[src/rtl/knn_pkg.sv]
// Shared types and constants of the k-nearest-neighbor vote unit.
package knn_pkg;

	localparam int DEF_NEIGHBORS = 10;
	localparam int DEF_CLASSES   = 4;

	localparam int COORD_W    = 16;
	localparam int ABS_W      = 16;
	localparam int SQ_W       = 2 * ABS_W;
	localparam int DIST_W     = 33;
	localparam int LABEL_W    = 2;
	localparam int VOTES_W    = 4;
	localparam int CFG_IDX_W  = 4;
	localparam int CFG_DATA_W = 16;
	localparam int S_TDATA_W  = 40;
	localparam int M_TDATA_W  = 8;

	localparam logic [CFG_IDX_W-1:0] REG_QUERY_X = CFG_IDX_W'(0);
	localparam logic [CFG_IDX_W-1:0] REG_QUERY_Y = CFG_IDX_W'(1);

	typedef struct packed {
		logic load;
		logic square;
		logic insert;
		logic vote_clear;
		logic vote_step;
		logic out_load;
		logic list_clear;
	} cmd_t;

	typedef struct packed {
		logic last;
		logic vote_last;
	} sts_t;

endpackage

[src/rtl/knn_ctrl.sv]
// Controller state machine of the k-nearest-neighbor vote unit.
module knn_ctrl (
	input  logic           clk,
	input  logic           arst_n,
	input  logic           s_tvalid,
	output logic           s_tready,
	output logic           m_tvalid,
	input  logic           m_tready,
	input  knn_pkg::sts_t  sts,
	output knn_pkg::cmd_t  cmd
);

	typedef enum logic [2:0] {
		ST_IDLE,
		ST_SQUARE,
		ST_INSERT,
		ST_VOTE,
		ST_FINISH
	} state_t;

	state_t state_q;
	logic   out_valid_q;
	logic   out_free;

	assign s_tready = (state_q == ST_IDLE);
	assign m_tvalid = out_valid_q;
	assign out_free = !out_valid_q || m_tready;

	always_comb begin
		cmd = '0;
		case (state_q)
			ST_IDLE:   cmd.load = s_tvalid;
			ST_SQUARE: cmd.square = 1'b1;
			ST_INSERT: begin
				cmd.insert     = 1'b1;
				cmd.vote_clear = sts.last;
			end
			ST_VOTE:   cmd.vote_step = 1'b1;
			ST_FINISH: begin
				cmd.out_load   = out_free;
				cmd.list_clear = out_free;
			end
			default:   cmd = '0;
		endcase
	end

	always_ff @(posedge clk or negedge arst_n) begin
		if (!arst_n) begin
			state_q     <= ST_IDLE;
			out_valid_q <= 1'b0;
		end else begin
			if (state_q == ST_FINISH && out_free)
				out_valid_q <= 1'b1;
			else if (out_valid_q && m_tready)
				out_valid_q <= 1'b0;
			case (state_q)
				ST_IDLE: begin
					if (s_tvalid)
						state_q <= ST_SQUARE;
				end
				ST_SQUARE: state_q <= ST_INSERT;
				ST_INSERT: state_q <= sts.last ? ST_VOTE : ST_IDLE;
				ST_VOTE: begin
					if (sts.vote_last)
						state_q <= ST_FINISH;
				end
				ST_FINISH: begin
					if (out_free)
						state_q <= ST_IDLE;
				end
				default: state_q <= ST_IDLE;
			endcase
		end
	end

endmodule

[src/rtl/knn_dp.sv]
// Datapath: query registers, distance, sorted neighbor list, vote counters, result.
module knn_dp #(
	parameter int NEIGHBORS = knn_pkg::DEF_NEIGHBORS,
	parameter int CLASSES   = knn_pkg::DEF_CLASSES
) (
	input  logic                              clk,
	input  logic                              arst_n,
	input  logic                              cfg_we,
	input  logic [knn_pkg::CFG_IDX_W-1:0]     cfg_index,
	input  logic [knn_pkg::CFG_DATA_W-1:0]    cfg_data,
	input  logic signed [knn_pkg::COORD_W-1:0] point_x,
	input  logic signed [knn_pkg::COORD_W-1:0] point_y,
	input  logic [knn_pkg::LABEL_W-1:0]       point_label,
	input  logic                              last_point,
	input  knn_pkg::cmd_t                     cmd,
	output knn_pkg::sts_t                     sts,
	output logic [knn_pkg::LABEL_W-1:0]       class_label,
	output logic [knn_pkg::VOTES_W-1:0]       winning_votes
);

	localparam int IDX_W = (NEIGHBORS > 1) ? $clog2(NEIGHBORS) : 1;
	localparam int CNT_W = $clog2(NEIGHBORS + 1);
	localparam int CLS_W = $clog2(CLASSES);
	localparam int DIST_W = knn_pkg::DIST_W;
	localparam int LABEL_W = knn_pkg::LABEL_W;
	localparam int ABS_W = knn_pkg::ABS_W;
	localparam int SQ_W = knn_pkg::SQ_W;

	logic signed [knn_pkg::COORD_W-1:0] query_x_q;
	logic signed [knn_pkg::COORD_W-1:0] query_y_q;

	logic [ABS_W-1:0]   dx_abs_s1;
	logic [ABS_W-1:0]   dy_abs_s1;
	logic [LABEL_W-1:0] label_s1;
	logic               last_s1;
	logic [SQ_W-1:0]    sqx_s2;
	logic [SQ_W-1:0]    sqy_s2;
	logic [LABEL_W-1:0] label_s2;
	logic               last_s2;

	logic [DIST_W-1:0]  dist_q  [NEIGHBORS];
	logic [LABEL_W-1:0] label_q [NEIGHBORS];
	logic [NEIGHBORS-1:0] valid_q;

	logic [CNT_W-1:0]   votes_q [CLASSES];
	logic [IDX_W-1:0]   vote_idx_q;
	logic [CNT_W-1:0]   best_cnt_q;
	logic [LABEL_W-1:0] best_label_q;

	logic [knn_pkg::COORD_W:0] dx;
	logic [knn_pkg::COORD_W:0] dy;
	logic [DIST_W-1:0]   dist_new;
	logic [NEIGHBORS-1:0] take;

	logic [LABEL_W-1:0] rd_label;
	logic               rd_votes;
	logic [CLS_W-1:0]   cls_idx;
	logic [CNT_W-1:0]   cnt_next;

	assign dx = {query_x_q[knn_pkg::COORD_W-1], query_x_q} - {point_x[knn_pkg::COORD_W-1], point_x};
	assign dy = {query_y_q[knn_pkg::COORD_W-1], query_y_q} - {point_y[knn_pkg::COORD_W-1], point_y};

	assign dist_new = DIST_W'(sqx_s2) + DIST_W'(sqy_s2);

	always_comb begin
		for (int j = 0; j < NEIGHBORS; j++)
			take[j] = !valid_q[j] || (dist_new < dist_q[j]);
	end

	assign rd_label = label_q[vote_idx_q];
	assign rd_votes = valid_q[vote_idx_q] && (32'(rd_label) < CLASSES);
	assign cls_idx  = CLS_W'(rd_label);
	assign cnt_next = votes_q[cls_idx] + CNT_W'(1);

	assign sts.last      = last_s2;
	assign sts.vote_last = (vote_idx_q == IDX_W'(NEIGHBORS - 1));

	always_ff @(posedge clk or negedge arst_n) begin
		if (!arst_n) begin
			query_x_q <= '0;
			query_y_q <= '0;
		end else if (cfg_we) begin
			case (cfg_index)
				knn_pkg::REG_QUERY_X: query_x_q <= cfg_data;
				knn_pkg::REG_QUERY_Y: query_y_q <= cfg_data;
				default: ;
			endcase
		end
	end

	always_ff @(posedge clk) begin
		if (cmd.load) begin
			dx_abs_s1 <= dx[knn_pkg::COORD_W] ? ABS_W'(-dx) : ABS_W'(dx);
			dy_abs_s1 <= dy[knn_pkg::COORD_W] ? ABS_W'(-dy) : ABS_W'(dy);
			label_s1  <= point_label;
			last_s1   <= last_point;
		end
		if (cmd.square) begin
			sqx_s2   <= dx_abs_s1 * dx_abs_s1;
			sqy_s2   <= dy_abs_s1 * dy_abs_s1;
			label_s2 <= label_s1;
			last_s2  <= last_s1;
		end
	end

	// sorted insert: take[] is monotone, the first set bit is the insert slot
	always_ff @(posedge clk) begin
		if (cmd.insert) begin
			for (int j = 0; j < NEIGHBORS; j++) begin
				if (take[j]) begin
					if (j == 0 || !take[(j > 0) ? j - 1 : 0]) begin
						dist_q[j]  <= dist_new;
						label_q[j] <= label_s2;
					end else begin
						dist_q[j]  <= dist_q[(j > 0) ? j - 1 : 0];
						label_q[j] <= label_q[(j > 0) ? j - 1 : 0];
					end
				end
			end
		end
	end

	always_ff @(posedge clk or negedge arst_n) begin
		if (!arst_n) begin
			valid_q <= '0;
		end else if (cmd.list_clear) begin
			valid_q <= '0;
		end else if (cmd.insert) begin
			for (int j = 0; j < NEIGHBORS; j++)
				if (take[j])
					valid_q[j] <= (j == 0) ? 1'b1 : (valid_q[(j > 0) ? j - 1 : 0] ||
						!take[(j > 0) ? j - 1 : 0]);
		end
	end

	always_ff @(posedge clk) begin
		if (cmd.vote_clear) begin
			for (int c = 0; c < CLASSES; c++)
				votes_q[c] <= '0;
			vote_idx_q   <= '0;
			best_cnt_q   <= '0;
			best_label_q <= '0;
		end else if (cmd.vote_step) begin
			if (rd_votes) begin
				votes_q[cls_idx] <= cnt_next;
				if (cnt_next > best_cnt_q) begin
					best_cnt_q   <= cnt_next;
					best_label_q <= rd_label;
				end
			end
			if (!sts.vote_last)
				vote_idx_q <= vote_idx_q + IDX_W'(1);
		end
		if (cmd.out_load) begin
			class_label   <= best_label_q;
			winning_votes <= (32'(best_cnt_q) > 15) ? knn_pkg::VOTES_W'(15) :
				knn_pkg::VOTES_W'(best_cnt_q);
		end
	end

endmodule

[src/rtl/knn_sorted_insert_vote_unit.sv]
// Top level of the k-nearest-neighbor classifier with sorted insert and vote.
//
// Each dataset point passes a register stage for the coordinate
// differences, one for the two squares, and one for the distance add and the
// parallel compare-and-shift insert into the sorted list; for a point without
// tlast, s_tready is high again after the insert. A point marked with tlast
// then goes through voting, one kept neighbor per cycle through the shared
// counter update, and then waits until the previous result has been taken to
// load the result register and clear the list. A result waits in its output
// register while new points stream in. The user must write query coordinates
// through the cfg channel only while the unit idles; the unit does not enforce it.
module knn_sorted_insert_vote_unit #(
	parameter int NEIGHBORS = knn_pkg::DEF_NEIGHBORS,
	parameter int CLASSES   = knn_pkg::DEF_CLASSES
) (
	input  logic                            clk,
	input  logic                            arst_n,
	input  logic                            cfg_valid,
	output logic                            cfg_ready,
	input  logic [knn_pkg::CFG_IDX_W-1:0]   cfg_index,
	input  logic [knn_pkg::CFG_DATA_W-1:0]  cfg_data,
	input  logic                            s_tvalid,
	output logic                            s_tready,
	// point_x [15:0], point_y [31:16], point_label [33:32], zero [39:34]
	input  logic [knn_pkg::S_TDATA_W-1:0]   s_tdata,
	// last_point
	input  logic                            s_tlast,
	output logic                            m_tvalid,
	input  logic                            m_tready,
	// class_label [1:0], winning_votes [5:2], zero [7:6]
	output logic [knn_pkg::M_TDATA_W-1:0]   m_tdata
);

	knn_pkg::cmd_t cmd;
	knn_pkg::sts_t sts;
	logic [knn_pkg::LABEL_W-1:0] class_label;
	logic [knn_pkg::VOTES_W-1:0] winning_votes;

	assign cfg_ready = 1'b1;
	assign m_tdata = {{(knn_pkg::M_TDATA_W - knn_pkg::LABEL_W - knn_pkg::VOTES_W){1'b0}},
		winning_votes, class_label};

	knn_ctrl u_ctrl (
		.clk      (clk),
		.arst_n   (arst_n),
		.s_tvalid (s_tvalid),
		.s_tready (s_tready),
		.m_tvalid (m_tvalid),
		.m_tready (m_tready),
		.sts      (sts),
		.cmd      (cmd)
	);

	knn_dp #(
		.NEIGHBORS (NEIGHBORS),
		.CLASSES   (CLASSES)
	) u_dp (
		.clk           (clk),
		.arst_n        (arst_n),
		.cfg_we        (cfg_valid && cfg_ready),
		.cfg_index     (cfg_index),
		.cfg_data      (cfg_data),
		.point_x       (s_tdata[15:0]),
		.point_y       (s_tdata[31:16]),
		.point_label   (s_tdata[33:32]),
		.last_point    (s_tlast),
		.cmd           (cmd),
		.sts           (sts),
		.class_label   (class_label),
		.winning_votes (winning_votes)
	);

endmodule

[config.mk]
export PLATFORM = sky130hd
export DESIGN_NAME = knn_sorted_insert_vote_unit
export DESIGN_NICKNAME = d
export VERILOG_FILES = /design/src/rtl/knn_pkg.sv /design/src/rtl/knn_ctrl.sv /design/src/rtl/knn_dp.sv /design/src/rtl/knn_sorted_insert_vote_unit.sv
export SDC_FILE = /design/constraint.sdc
export NUM_CORES = 2
export LEC_CHECK = 0
export ABC_AREA = 1
export ABC_CLOCK_PERIOD_IN_PS = 6000
export BUFFER_PORTS_ARGS = -buffer_cell sky130_fd_sc_hd__buf_2
export CAP_MARGIN = 20
export CORE_UTILIZATION = 55
export CTS_CLUSTER_DIAMETER = 50
export DETAILED_ROUTE_END_ITERATION = 10
export MAX_ROUTING_LAYER = met4
export PLACE_DENSITY = 0.77
export RECOVER_POWER = 100
export SYNTH_ARGS = -nofsm -noshare
export SYNTH_HDL_FRONTEND = slang
export SYNTH_SLANG_ARGS = --single-unit
[constraint.sdc]
create_clock -name clk -period 6 [get_ports clk]
set_input_delay 0.9 -clock clk [delete_from_list [all_inputs] [get_ports clk]]
set_output_delay 0.9 -clock clk [all_outputs]
set_load 0.02 [all_outputs]
# Yosys cells after proc, flatten, opt, wreduce, memory -nomap -nowiden
# Memory sizes are Yosys's and may differ from the RTL's. A register that Yosys moved wholly into a read port is not among the register bits.
# Cells that the tools add are included.
[op_classes]
n_eq_ne = 9
order_cmp = 12
n_reduce_logical = 72
n_addsub = 7
bitwise = 19
n_mux = 131
multipliers = 2
[op_table]
columns = ["operator", "count"]
rows = [
  ["$lt A33 B33 Y1", 10],
  ["$mux W33", 9],
  ["$mux W1", 97],
  ["$mul A16 B16 Y32", 2],
  ["$sub A16 B16 Y17", 2],
  ["$add A32 B32 Y33", 1],
  ["$mux W16", 2],
  ["$neg A16 Y16", 2],
  ["$mux W2", 13],
  ["$reduce_and A2 Y1", 13],
  ["$reduce_bool A2 Y1", 12],
  ["$logic_not A1 Y1", 20],
  ["$logic_or A1 B1 Y1", 20],
  ["$mux W10", 2],
  ["$or A1 B1 Y1", 18],
  ["$pmux W3 S5", 1],
  ["$mux W4", 3],
  ["$mux W3", 3],
  ["$add A4 B1 Y4 const B", 2],
  ["$eq A3 B2 Y1 const B", 2],
  ["$reduce_and A3 Y1", 2],
  ["$lt A4 B5 Y1 const B", 1],
  ["$bmux W1 S4", 1],
  ["$eq A4 B1 Y1 const B", 1],
  ["other kinds (11)", 13],
]
[word_totals]
n_memories = 3
output_inout_bits = 11
regBits = 164
ramBits = 366
[memory_table]
columns = ["memory", "words", "width", "rd", "rd_clocked_by_memory_dff", "write_ports", "line_no", "source"]
rows = [
  ["u_dp.dist_q", 10, 33, 10, 0, 10, "knn_dp.sv:41", "logic [DIST_W-1:0] dist_q [NEIGHBORS];"],
  ["u_dp.label_q", 10, 2, 10, 1, 10, "knn_dp.sv:42", "logic [LABEL_W-1:0] label_q [NEIGHBORS];"],
  ["u_dp.votes_q", 4, 4, 1, 0, 4, "knn_dp.sv:45", "logic [CNT_W-1:0] votes_q [CLASSES];"],
]

# Depth between registers and ports, before layout
[depth]
depth_word = 8
mapped_depth = 29

# Hierarchy
# From an unflattened synthesis, not the netlist that was laid out.
[hier_totals]
hier_cells = 5673
area_unflattened_um2 = 48454.0
[by_module_without_submodules]
columns = ["mod", "instances", "cells_each", "area_each_um2"]
rows = [
  ["knn_dp", 1, 5633, 48159.9],
  ["knn_ctrl", 1, 35, 264.0],
  ["knn_sorted_insert_vote_unit", 1, 5, 30.0],
]

# Worst setup path before layout
# Ideal clock, no wire load.
[synth_path]
path_kind = "flip-flop to flip-flop"
startpoint = "register u_dp.dx_abs_s1[9]"
endpoint = "register u_dp.sqx_s2[23], data pin"
t_arrival_ns = 5.611
setup_slack_ns = 0.129
path_stages_with_launch = 24
path_buffers = 2
cell_sequence = "edfxtp_1 clkbuf_1 clkbuf_1 nand2_1 fa_1 inv_1 fa_1 inv_1 fa_1 inv_1 fa_1 fa_1 inv_1 fa_1 inv_1 ha_1 a21oi_1 inv_1 a31oi_1 a21boi_0 o21ai_0 nand2_1 nand2_1 xor2_1"
[synth_via]
elab_chain_cells = 1
[synth_lines]
columns = ["element", "line_no", "source"]
rows = [
  ["start: declaration", "knn_dp.sv:32", "logic [ABS_W-1:0] dx_abs_s1;"],
  ["start signal: assignment", "knn_dp.sv:93", "dx_abs_s1 <= dx[knn_pkg::COORD_W] ? ABS_W'(-dx) : ABS_W'(dx);"],
  ["$mul A16 B16 Y32", "knn_dp.sv:99", "sqx_s2 <= dx_abs_s1 * dx_abs_s1;"],
  ["end signal: assignment", "knn_dp.sv:99", ""],
  ["end: declaration", "knn_dp.sv:36", "logic [SQ_W-1:0] sqx_s2;"],
]
# No other way between the ends.
# A chain may end at the register's enable or synchronous reset.

# Final worst setup path
[layout_path]
startpoint = "register u_dp.dy_abs_s1[2]"
endpoint = "register u_dp.sqy_s2[30], data pin"
[layout_via]
elab_chain_cells = 1
[layout_lines]
columns = ["element", "line_no", "source"]
rows = [
  ["start: declaration", "knn_dp.sv:33", "logic [ABS_W-1:0] dy_abs_s1;"],
  ["start signal: assignment", "knn_dp.sv:94", "dy_abs_s1 <= dy[knn_pkg::COORD_W] ? ABS_W'(-dy) : ABS_W'(dy);"],
  ["$mul A16 B16 Y32", "knn_dp.sv:100", "sqy_s2 <= dy_abs_s1 * dy_abs_s1;"],
  ["end signal: assignment", "knn_dp.sv:100", ""],
  ["end: declaration", "knn_dp.sv:37", "logic [SQ_W-1:0] sqy_s2;"],
]
# No other way between the ends.

==> insert_results.sql <==
INSERT INTO impl_metrics (metric_group, metric, value, unit) VALUES
('sta', 'min_period_over_period', '0.975', ''),
('clock_tree', 'clk_path_buf_depth', '3', ''),
('clock_tree', 'tritoncts_clock_tree', 'done', ''),
('sta', 'hold_viol_final', '0', ''),
('clock_tree', 'cts_made_buffers', '75', ''),
('worst_setup_path', 'cp.arrival', '6210', 'ps'),
('final_layout', 'multi_input_area', '28300', 'um2'),
('grt', 'globalRouteOverflowTotal', '0', ''),
('yosys', 'post_synthesis_instance_area', '49000', 'um2'),
('route', 'drtPass1Iterations', '6', ''),
('floorplan', 'floorplan.rows', '109', ''),
('sta', 'whs', '422', 'ps'),
('min_path', 'hold_end', 'u_dp.label_s2[1]', ''),
('yosys', 'syn-mean-instance-area', '8.35', 'um2'),
('yosys', 'number_of_synthesized_flops_with_an_enable_pin', '472', ''),
('clock_tree', 'clkSinkCount', '532', ''),
('grt', 'antenna_violations_before_repair', '0', ''),
('yosys', 'synth_area_leader_cell', 'edfxtp_1', ''),
('run', 'timing.max_cap.violations', '3', ''),
('yosys', 'yosysWarnings', '0', ''),
('yosys', 'yosys_register_bits', '532', ''),
('route', 'dr_vias_cell', '5.26', ''),
('min_path', 'min_path_cells', '0', ''),
('sta', 'finalWorstPathRequiredPeriod', '5850', 'ps'),
('route', 'antenna_left', '0', ''),
('grt', 'grt_start_max_net_pins', '106', ''),
('grt', 'grt_pass1_wl', '182000', 'um'),
('floorplan', 'chipWidth', '300', 'um'),
('placement', 'hpwlAfterDp', '87500', 'um'),
('route', 'route.detailed.drc', '0', ''),
('yosys', 'yosysTopAreaCellShare', '0.289', ''),
('route', 'avg_wl_per_cell', '15.1', 'um'),
('worst_setup_path', 'critical_path.reg2reg.endpoint', 'u_dp.sqy_s2[30]', ''),
('floorplan', 'die_h', '300', 'um'),
('sta', 'rsz0062_at_grt', 'true', ''),
('floorplan', 'num_io_pins', '77', ''),
('sta', 'report.final.setup_viol', '0', ''),
('floorplan', 'die-area', '90300', 'um2'),
('clock_tree', 'htree_num_levels', '3', ''),
('sta', 'fmax', '171', 'MHz'),
('yosys', 'synth_cell_types', '59', ''),
('floorplan', 'core-area', '88400', 'um2'),
('grt', 'first_global_vias', '38872', ''),
('sta', 'maxSlewHeadroom', '-1.34', ''),
('yosys', 'most_repeated_cell_in_the_gate_level_netlist_after_synthesis', 'nand2_1', ''),
('worst_setup_path', 'cp-end-kind', 'flip-flop', ''),
('yosys', 'synthTopCellsByArea', 'edfxtp_1 (29%), ha_1 (15%), fa_1 (13%)', ''),
('outcome', 'failing_checks', 'max-capacitance violations, max-slew violations', ''),
('yosys', 'register_area_share_after_synthesis', '0.319', ''),
('sta', 'slew_violations', '150', ''),
('route', 'drt_iter0_markers', '1974', ''),
('worst_setup_path', 'worst-r2r-cell-count', '24', ''),
('min_path', 'holdCritStartpoint', 'u_dp.label_s1[1]', ''),
('yosys', 'synth_flop_cell', 'edfxtp_1', ''),
('worst_setup_path', 'worst_ep_required_time', '6370', 'ps'),
('outcome', 'run_status', 'finished, violations left', ''),
('worst_setup_path', 'sort_of_element_at_the_start_of_the_critical_path', 'flip-flop', ''),
('placement', 'gpl.final_weighted_congestion', '0.919', ''),
('sta', 'max_slew.worst_pin.slew', '3510', 'ps'),
('final_layout', 'fillers', '7378', ''),
('clock_tree', 'clockRootBuffer', 'clkbuf_16', ''),
('yosys', 'postSynthCellCount', '5864', ''),
('clock_tree', 'clk_transition_reported_paths', '50', 'ps'),
('yosys', 'synthTopCellsByCount', 'nand2_1 (1521), inv_1 (1211), ha_1 (586), edfxtp_1 (472), fa_1 (329)', ''),
('sta', 'final.setup_skew', '31.9', 'ps'),
('clock_tree', 'clk_latency', '640', 'ps'),
('final_layout', 'ff_latch_area', '15600', 'um2'),
('final_layout', 'syn2layout_area_growth', '10.8', '%'),
('placement', 'io_port_bufs', '67', ''),
('final_layout', 'drive_gt1_frac', '0.0743', ''),
('route', 'wirelength', '110000', 'um'),
('worst_setup_path', 'worst_r2r_src', 'u_dp.dy_abs_s1[2]', ''),
('worst_setup_path', 'worstPathMaxFanout', '4', ''),
('min_path', 'hold_class', 'reg -> reg', ''),
('worst_setup_path', 'setup.reg_to_reg.worst_slack', '150', 'ps'),
('floorplan', 'start_util', '0.554', ''),
('final_layout', 'final_net_count', '7013', ''),
('route', 'vias', '38185', ''),
('worst_setup_path', 'worstSetupPathType', 'reg -> reg', ''),
('final_layout', 'antennaDiodeCount', '0', ''),
('yosys', 'synth-async-reset-ratio', '0.0865', ''),
('grt', 'grt.total_usage', '0.255', '');
[repair_timing]
action	CTS	global route
gates resized for setup	3	71
hold buffers	0	0
setup endpoints to repair	7	28
hold endpoints to repair	0	0
pin swaps	0	13
setup buffers	16	25
[registers in the layout, indices dropped and copies added, names as in the netlist, named ones only]
register,cells
u_ctrl.state_q,3
u_dp.label_s2,2
u_dp.label_q,20
u_dp.class_label,2
u_dp.last_s2,1
u_dp.label_s1,2
u_dp.valid_q,10
u_dp.dy_abs_s1,16
u_dp.sqx_s2,31
u_dp.best_label_q,2
u_dp.last_s1,1
u_ctrl.m_tvalid,1
u_dp.winning_votes,4
u_dp.dist_q,330
u_dp.query_y_q,16
u_dp.sqy_s2,31
u_dp.vote_idx_q,4
u_dp.query_x_q,16
u_dp.votes_q,16
u_dp.best_cnt_q,4
u_dp.dx_abs_s1,16
[critical path: stages, from the launching register on]
cell      delay [ps]
edfxtp_1         390
buf_4            170
buf_4            130
nand2_1           80
inv_1             60
fa_1             480
inv_1             50
fa_1             470
inv_1             50
fa_1             490
inv_1             50
fa_1             480
inv_1             60
fa_1             530
inv_1             60
fa_1             520
inv_1             40
ha_1             340
a21o_1           210
a31oi_1          220
nand2_1          100
a21oi_2          210
nand3b_1         150
nand2_1           70
xor2_1           160
[through the flow]
stage / TNS (ps) / setup slack [ps] / util / instances / instance area (um2)
floorplan: 0 / 129 / - / 5865 / 49000
global placement: -2.49 / -2.49 / 0.580 / 7079 / 51300
detailed placement: -342 / -129 / 0.580 / 7079 / 51300
CTS: 0 / 1.04 / 0.612 / 7233 / 54100
global route: -673 / -71.2 / 0.614 / 7258 / 54300
finish: 0 / 153 / 0.614 / 7258 / 54300
[layer usage]
layer	wire (um)	GRT usage	vias to the layer above
met4	4000	0.0893	0
met2	56800	0.458	801
met3	4820	0.0316	241
met1	44200	0.290	18079
met5	0	-	-
li1	-	-	19064
[worst max path at each step]
stage,from,endpoint,slack [ps],cells after the start
2_1_floorplan,u_dp.dx_abs_s1[9],u_dp.sqx_s2[23],130,23
3_3_place_gp,u_dp.dy_abs_s1[4],u_dp.sqy_s2[27],-2,20
3_5_place_dp,u_dp.dy_abs_s1[11],u_dp.sqy_s2[27],-130,20
4_1_cts,u_dp.dx_abs_s1[4],u_dp.sqx_s2[24],1,22
5_1_grt,u_dp.dx_abs_s1[8],u_dp.sqx_s2[31],-70,22
6_report,u_dp.dy_abs_s1[2],u_dp.sqy_s2[30],150,24
[cell families after synthesis]
family	after synthesis	synth area share
and+or+nand+nor	2229	0.187
buffers and inverters	1379	0.108
adders and majority gates	915	0.284
AOI/OAI and AO/OA	677	0.0755
DFF	532	0.319
xor gates and xnor gates	129	0.0273
other	2	0.000153
muxes	1	0.000230
[layout make-up]
cell class | count | area share
tap | 1165 | 0.0269
sequential | 532 | 0.288
timing repair buffer | 249 | 0.0306
multi-input combinational | 3954 | 0.521
inverter | 1220 | 0.0844
clock buffer | 90 | 0.0372
clock inverter | 48 | 0.0125
[cell usage in the layout, fill, tap and decap left out, types with 32 or more instances in the layout]
cell type	instances
a21oi_1	294
buf_2	60
buf_4	154
clkbuf_1	32
clkbuf_16	78
dfrtp_1	46
edfxtp_1	472
fa_1	329
ha_1	577
inv_1	1213
nand2_1	1515
nand3_1	304
nand4_1	59
nor2_1	247
nor3_1	39
o21ai_0	233
xnor2_1	45
xor2_1	76
Power is left out: the tool's default activity adds up to more than one toggle a clock period on the data nets, which glitch-free logic cannot reach.
